===== config.mk =====
export PLATFORM = sky130hd
export DESIGN_NAME = ptwp_front
export DESIGN_NICKNAME = d
export VERILOG_FILES = /design/src/rtl/core/ptwp_pkg.sv /design/src/rtl/core/ptwp_front.sv
export SDC_FILE = /design/constraint.sdc
export NUM_CORES = 1
export LEC_CHECK = 0
export BUFFER_PORTS_ARGS = -buffer_cell sky130_fd_sc_hd__buf_2
export CORE_MARGIN = 10
export CORE_UTILIZATION = 35
export DETAILED_ROUTE_END_ITERATION = 7
export GPL_ROUTABILITY_DRIVEN = 0
export PLACE_DENSITY = 0.69
export SETUP_SLACK_MARGIN = 0.2
export SKIP_CTS_REPAIR_TIMING = 1
export SLEW_MARGIN = 30
export SYNTH_ARGS = -nofsm -noshare
export SYNTH_HDL_FRONTEND = slang
export SYNTH_SLANG_ARGS = --single-unit

===== constraint.sdc =====
create_clock -name clk -period 4.5 [get_ports clk]
set_input_delay 0 -clock clk [delete_from_list [all_inputs] [get_ports clk]]
set_output_delay 0 -clock clk [all_outputs]
set_load 0.05 [all_outputs]

===== src/rtl/core/ptwp_pkg.sv =====
// Shared types and constants for the protected-process write policy block.
// No dependencies; imported by every module in rtl/core but ptwp_ram.
package ptwp_pkg;

  localparam int PID_W   = 15;  // width of a process id field
  localparam int CNT_W   = 48;  // event counter width, counters wrap
  localparam int ROW_LG  = 5;   // log2 of bitmap bits held in one RAM row
  localparam int ROW_W   = 1 << ROW_LG;
  localparam int Q_DEPTH = 2;   // front-to-back queue entries
  localparam int Q_AW    = 1;

  // command codes
  localparam logic [1:0] CMD_PROTECT = 2'd0;
  localparam logic [1:0] CMD_FORK    = 2'd1;
  localparam logic [1:0] CMD_EXIT    = 2'd2;
  localparam logic [1:0] CMD_OPEN    = 2'd3;

  // decision codes
  localparam logic [1:0] DEC_ALLOW = 2'd0;
  localparam logic [1:0] DEC_DENY  = 2'd1;
  localparam logic [1:0] DEC_PRIOR = 2'd2;

  // path prefixes, byte 0 in the low bits
  localparam logic [39:0] PFX_TMP       = {8'h2f, 8'h70, 8'h6d, 8'h74, 8'h2f}; // "/tmp/"
  localparam logic [39:0] PFX_DEV       = {8'h2f, 8'h76, 8'h65, 8'h64, 8'h2f}; // "/dev/"
  localparam logic [63:0] PFX_PROC_HEAD = {8'h65, 8'h73, 8'h2f, 8'h63,
                                           8'h6f, 8'h72, 8'h70, 8'h2f};       // "/proc/se"
  localparam logic [23:0] PFX_PROC_TAIL = {8'h2f, 8'h66, 8'h6c};              // "lf/"
  localparam logic [7:0]  CH_N = 8'h6e;
  localparam logic [7:0]  CH_T = 8'h74;
  localparam logic [7:0]  CH_S = 8'h73;
  localparam logic [7:0]  CH_P = 8'h70;

  // classified command handed from front to back
  typedef struct packed {
    logic [1:0]       cmd;
    logic [PID_W-1:0] pid;
    logic [PID_W-1:0] child;
    logic             prior;
    logic             wmode;
    logic             allow;  // path unresolved or on the allow list
  } ptwp_item_t;

endpackage


===== src/rtl/core/ptwp_front.sv =====
// Front end: accepts commands, matches the path against the allow list and
// queues classified commands for the back end. Depends on ptwp_pkg.
module ptwp_front (
  input  logic                       clk,
  input  logic                       rst_n,
  input  logic                       in_push,
  output logic                       in_full,
  input  logic [1:0]                 in_command,
  input  logic [ptwp_pkg::PID_W-1:0] in_pid,
  input  logic [ptwp_pkg::PID_W-1:0] in_child_pid,
  input  logic                       in_prior_error,
  input  logic                       in_write_mode,
  input  logic                       in_path_ok,
  input  logic [63:0]                in_path_head,
  input  logic [23:0]                in_path_tail,
  input  logic                       clearing,
  input  logic                       q_pop,
  output logic                       q_empty,
  output ptwp_pkg::ptwp_item_t       q_item
);
  import ptwp_pkg::*;

  ptwp_item_t         q_mem_r [Q_DEPTH];
  logic [Q_AW-1:0]    wp_r, rp_r;
  logic [Q_AW:0]      cnt_r, cnt_nxt;
  logic               push, on_list;
  ptwp_item_t         item;

  always_comb begin
    on_list = (in_path_head[39:0] == PFX_TMP) ||
              ((in_path_head[39:0] == PFX_DEV) &&
               (in_path_head[47:40] inside {CH_N, CH_T, CH_S, CH_P})) ||
              ((in_path_head == PFX_PROC_HEAD) && (in_path_tail == PFX_PROC_TAIL));
    item.cmd   = in_command;
    item.pid   = in_pid;
    item.child = in_child_pid;
    item.prior = in_prior_error;
    item.wmode = in_write_mode;
    item.allow = !in_path_ok || on_list;
  end

  assign in_full = (cnt_r == (Q_AW+1)'(Q_DEPTH)) || clearing;
  assign push    = in_push && !in_full;
  assign q_empty = (cnt_r == '0);
  assign q_item  = q_mem_r[rp_r];

  always_comb begin
    cnt_nxt = cnt_r;
    if (push && !q_pop) begin
      cnt_nxt = cnt_r + 1'b1;
    end else if (!push && q_pop) begin
      cnt_nxt = cnt_r - 1'b1;
    end
  end

  always_ff @(posedge clk) begin
    if (!rst_n) begin
      wp_r  <= '0;
      rp_r  <= '0;
      cnt_r <= '0;
    end else begin
      cnt_r <= cnt_nxt;
      if (push) begin
        wp_r <= wp_r + 1'b1;
      end
      if (q_pop) begin
        rp_r <= rp_r + 1'b1;
      end
    end
  end

  always_ff @(posedge clk) begin
    if (push) begin
      q_mem_r[wp_r] <= item;
    end
  end

endmodule


Word-level counts from Yosys, hierarchy flattened
Memories as Yosys holds them, arrays and structs flattened. A register that Yosys moved wholly into a read port is not among the register bits.
Index checks and enable logic that the tools add are counted.
{"block": "op_classes", "n_eq_ne": 9, "mux": 6, "addsub": 4, "reduce_logical": 16}
{"operator": "$eq 40x38->1 const B", "n": 2}
{"operator": "$eq 64x63->1 const B", "n": 1}
{"operator": "$eq 8x7->1 const B", "n": 4}
{"operator": "$eq 24x22->1 const B", "n": 1}
{"operator": "$logic_and 1x1->1", "n": 5}
{"operator": "$logic_not 1->1", "n": 4}
{"operator": "$logic_or 1x1->1", "n": 4}
{"operator": "$mux 1", "n": 4}
{"operator": "$mux 2", "n": 2}
{"operator": "$reduce_bool 4->1", "n": 1}
{"operator": "$add 1x1->1 const B", "n": 2}
{"operator": "$add 2x1->2 const B", "n": 1}
{"operator": "$eq 2x2->1 const B", "n": 1}
{"operator": "$logic_not 2->1", "n": 1}
{"operator": "$reduce_bool 2->1", "n": 1}
{"operator": "$sub 2x1->2 const B", "n": 1}
{"block": "word_totals", "ramBits": 70, "out_inout_bits": 37, "n_memories": 1, "register_bits": 4}
{"name": "q_mem_r", "depth": 2, "width": 35, "read_ports": 1, "rd_clocked_by_memory_dff": 1, "wr": 1, "line_no": "ptwp_front.sv:23", "text": "ptwp_item_t q_mem_r [Q_DEPTH];"}

Longest topological paths before layout
{"block": "depth", "depth_word": 8, "depth_mapped": 8, "mapped_depth_nobuf": 8}

Worst setup path after synthesis
Ideal clock, no wire load.
{"block": "synth_timing", "path_kind": "flip-flop to flip-flop", "startpoint": "register cnt_r[0]", "endpoint": "memory q_mem_r[0][0] (netlist bit), enable pin", "arrival_ns": 2.219, "stages_incl_launch_ff": 5, "period_less_slack_ns": 2.646, "required_time_ns": 4.073, "path_slack_ns": 1.854, "path_buffers": 0, "setup_time_ns": 0.427, "path_cell_list": "dfxtp_1 > inv_1 > a21oi_1 > nand2_1 > nor2_1"}
{"block": "synth_via", "elab_chain_len": 6}
{"element": "from (decl)", "line_no": "ptwp_front.sv:25", "text": "logic [Q_AW:0] cnt_r, cnt_nxt;"}
{"element": "from (signal assigned)", "line_no": "ptwp_front.sv:62", "text": "cnt_r <= cnt_nxt;"}
{"element": "$eq 2x2->1", "line_no": "ptwp_front.sv:42", "text": "assign in_full = (cnt_r == (Q_AW+1)'(Q_DEPTH)) || clearing;"}
{"element": "$logic_or 1x1->1", "line_no": "ptwp_front.sv:42"}
{"element": "$logic_not 1->1", "line_no": "ptwp_front.sv:43", "text": "assign push = in_push && !in_full;"}
{"element": "$logic_and 1x1->1", "line_no": "ptwp_front.sv:43"}
{"element": "$mux 1", "line_no": "ptwp_front.sv:73", "text": "if (push) begin"}
{"element": "$mux 1 (implied by the code)", "line_no": "ptwp_front.sv:74", "text": "q_mem_r[wp_r] <= item;"}
{"element": "to (decl)", "line_no": "ptwp_front.sv:23"}
No other way between the ends.

==> run_results.csv <==
group,metric,value,unit
setup_path,r2r-end,"q_mem_r[1][14]",
grt,grt_max_degree,36,
floorplanning,die_w,114,um
clock_tree,clk_pin_slew,80,ps
layout,drive_gt1_share,56.2,%
floorplanning,core_area,0.00868,mm2
yosys,synth_area,0.00312,mm2
clock_tree,cts_max_path_buffers,2,
clock_tree,cts-root-buf,"clkbuf_8",
setup_path,critical_path.max_fanout,35,
floorplanning,io_pins,165,
yosys,syn_avg_cell_area,17.1,um2
floorplanning,start_util,35.9,%
routing,drc,0,
min_path,holdPathStages,3,
setup_path,path_class,"reg2out",
clock_tree,clkSinkCount,75,
min_path,min-delay-path-class,"in2reg",
power_and_ir_drop,cellLeakagePower,1.91,nW
floorplanning,die_h,114,um
timing,relSlewSlack,43.8,%
placed_design,io_buffer_count,164,
setup_path,r2r-start,"cnt_r[0]",
timing,finalCritPeriodShare,42.0,%
routing,route.vias.total,2375,
clock_tree,cts_made_buffers,9,
routing,drt_pass1_iterations,4,
timing,clock.fmax,529,MHz
grt,grt_overflow,0,
setup_path,arrival,1890,ps
layout,diodes,0,
yosys,ys_types,36,
layout,nFillCells,744,
timing,whs,4.54,ps
routing,ant_nets,0,
layout,area_growth,49.3,%
yosys,yosysSeqAreaShare,70.7,%
power_and_ir_drop,peakVddDrop,0.182,mV
power_and_ir_drop,totalPowerFinal,1.69,mW
yosys,synth_fp_nets,311,
clock_tree,cts_tree,"yes",
clock_tree,htreeDepth,3,
routing,viasPerCell,4.72,
timing,tns,0,ps
floorplanning,die_area,0.0131,mm2
routing,drt_iter0_drc,144,
setup_path,r2r_slack,2620,ps
yosys,synth.largest_area_cell,"edfxtp_1",
layout,final_util,53.6,%
timing,worstMarginPinSlew,844,ps
layout,stdcell_count,503,
timing,rsz0062_at_grt,"no",
yosys,yosys-top-cells-area,"edfxtp_1, mux2_2, dfxtp_1",
power_and_ir_drop,powerDensity,362,mW/mm2
placed_design,hpwlAfterDp,6680,um
setup_path,worstPathRequired,4500,ps
timing,finalSetupViolCount,0,
yosys,yosys_warnings,0,
routing,drt-total-wl,8630,um
floorplanning,rows,34,
job,maxCapViolations,0,
grt,grt_pass1_wl,12500,um
timing,layout_min_cycle_time,1890,ps
grt,grt_pass1_vias,2599,
grt,grt_usage,12.3,%
status,status,"finished, final reports clean",
yosys,synth_seq_cells,75,
placed_design,dp_cells,451,
grt,antenna_found_initial,0,
yosys,synth_top_area_share,67.4,%
timing,slew_viol_final,0,
yosys,synthCells,182,
setup_path,endpoint_kind,"primary output",
setup_path,start_kind,"register",
setup_path,reg2reg_depth,3,
timing,hold_viol,0,
layout,layout_common_cells,"buf_2, edfxtp_1, dlygate4sd3_1",
layout,nets,519,
min_path,worstHoldStart,"q_pop",
routing,post_drt_wl_per_cell,17.2,um
layout,final_common_cell,"buf_2",
clock_tree,clock_latency,350,ps
timing,fin_skew,7.61,ps
==> metrics by stage <==
stage,setup WS (ps),area (um2)
floorplan,1850,3120
global placement,2480,4070
detailed placement,2590,4100
CTS,2570,4290
global route,2480,4650
finish,2610,4650
==> state kept, by name (all words and copies together), names as in the netlist, named ones only <==
name     cells
wp_r         1
rp_r         1
cnt_r        2
q_mem_r     70
==> routing by layer <==
| metal | routed length [um] | global-route usage [%] |
|---|---|---|
| met1 | 3210 | 12.0 |
| met2 | 4340 | 21.1 |
| met3 | 997 | 7.65 |
| met4 | 77 | 4.26 |
| met5 | 0 | 0 |
==> worst max path at each step <==
| stage | slack, ps | cells past startpoint | endpoint | from |
|---|---|---|---|---|
| floorplan | 1850 | 4 | q_mem_r[0][0] | cnt_r[0] |
| global placement | 2480 | 4 | q_mem_r[0][17] | cnt_r[0] |
| detailed placement | 2590 | 3 | q_mem_r[1][17] | cnt_r[0] |
| CTS | 2570 | 3 | q_mem_r[1][9] | cnt_r[0] |
| global route | 2480 | 3 | q_mem_r[1][14] | cnt_r[0] |
| finish | 2610 | 2 | q_item[16] | register |
==> where the power goes <==
part           internal (mW)  switching (mW)  total, mW  leakage [nW]
combinational          0.138           0.208      0.346          1.12
clock                  0.260           0.256      0.516         0.104
sequential             0.803          0.0229      0.826         0.683
==> critical path, stage by stage, from the launching register on <==
cell and delay (ps):
dfxtp_2 890, mux2_2 430, buf_2 220
==> logic make-up after synthesis <==
family	count (synthesis)	share of synthesized area, %
adder cells (fa/ha/maj)	1	0.401
multiplexers	35	12.6
flip-flops	75	70.7
AO/OA/AOI/OAI	8	1.89
AND/OR/NAND/NOR	50	12.2
XOR/XNOR	4	1.12
buffers and inverters	9	1.08
==> cell usage after synthesis <==
library cell,count
edfxtp_1,70
mux2_2,35
nor2_1,7
nand4_1,6
nor4bb_1,6
dfxtp_1,5
inv_1,5
and2_1,4
and4b_1,3
buf_1,3
nand3_1,3
nand4b_1,3
nor2b_1,3
nor4b_1,3
a21oi_1,2
or4b_1,2
xnor2_1,2
xor2_1,2
a21boi_0,1
a221oi_1,1
a31oi_1,1
and3_1,1
and3b_1,1
clkbuf_1,1
ha_1,1
nand2_1,1
nand3b_1,1
nand4bb_1,1
nor4_1,1
nor4_2,1
nor4_4,1
o21ai_0,1
o21ai_1,1
o41ai_2,1
or3_1,1
or4bb_1,1
==> cell type report <==
cell class                      instances  area (um2)  share of cell area, %
Multi-Input combinational cell         98         890                   19.1
Timing Repair Buffer                  201        1210                   26.0
Clock buffer                            9         124                   2.66
Sequential cell                        75        2200                   47.3
Tap cell                              108         135                   2.90
Inverter                                5        18.8                  0.403
Clock inverter                          7        75.1                   1.61
Note: power is estimated with default switching activity, not from simulation.
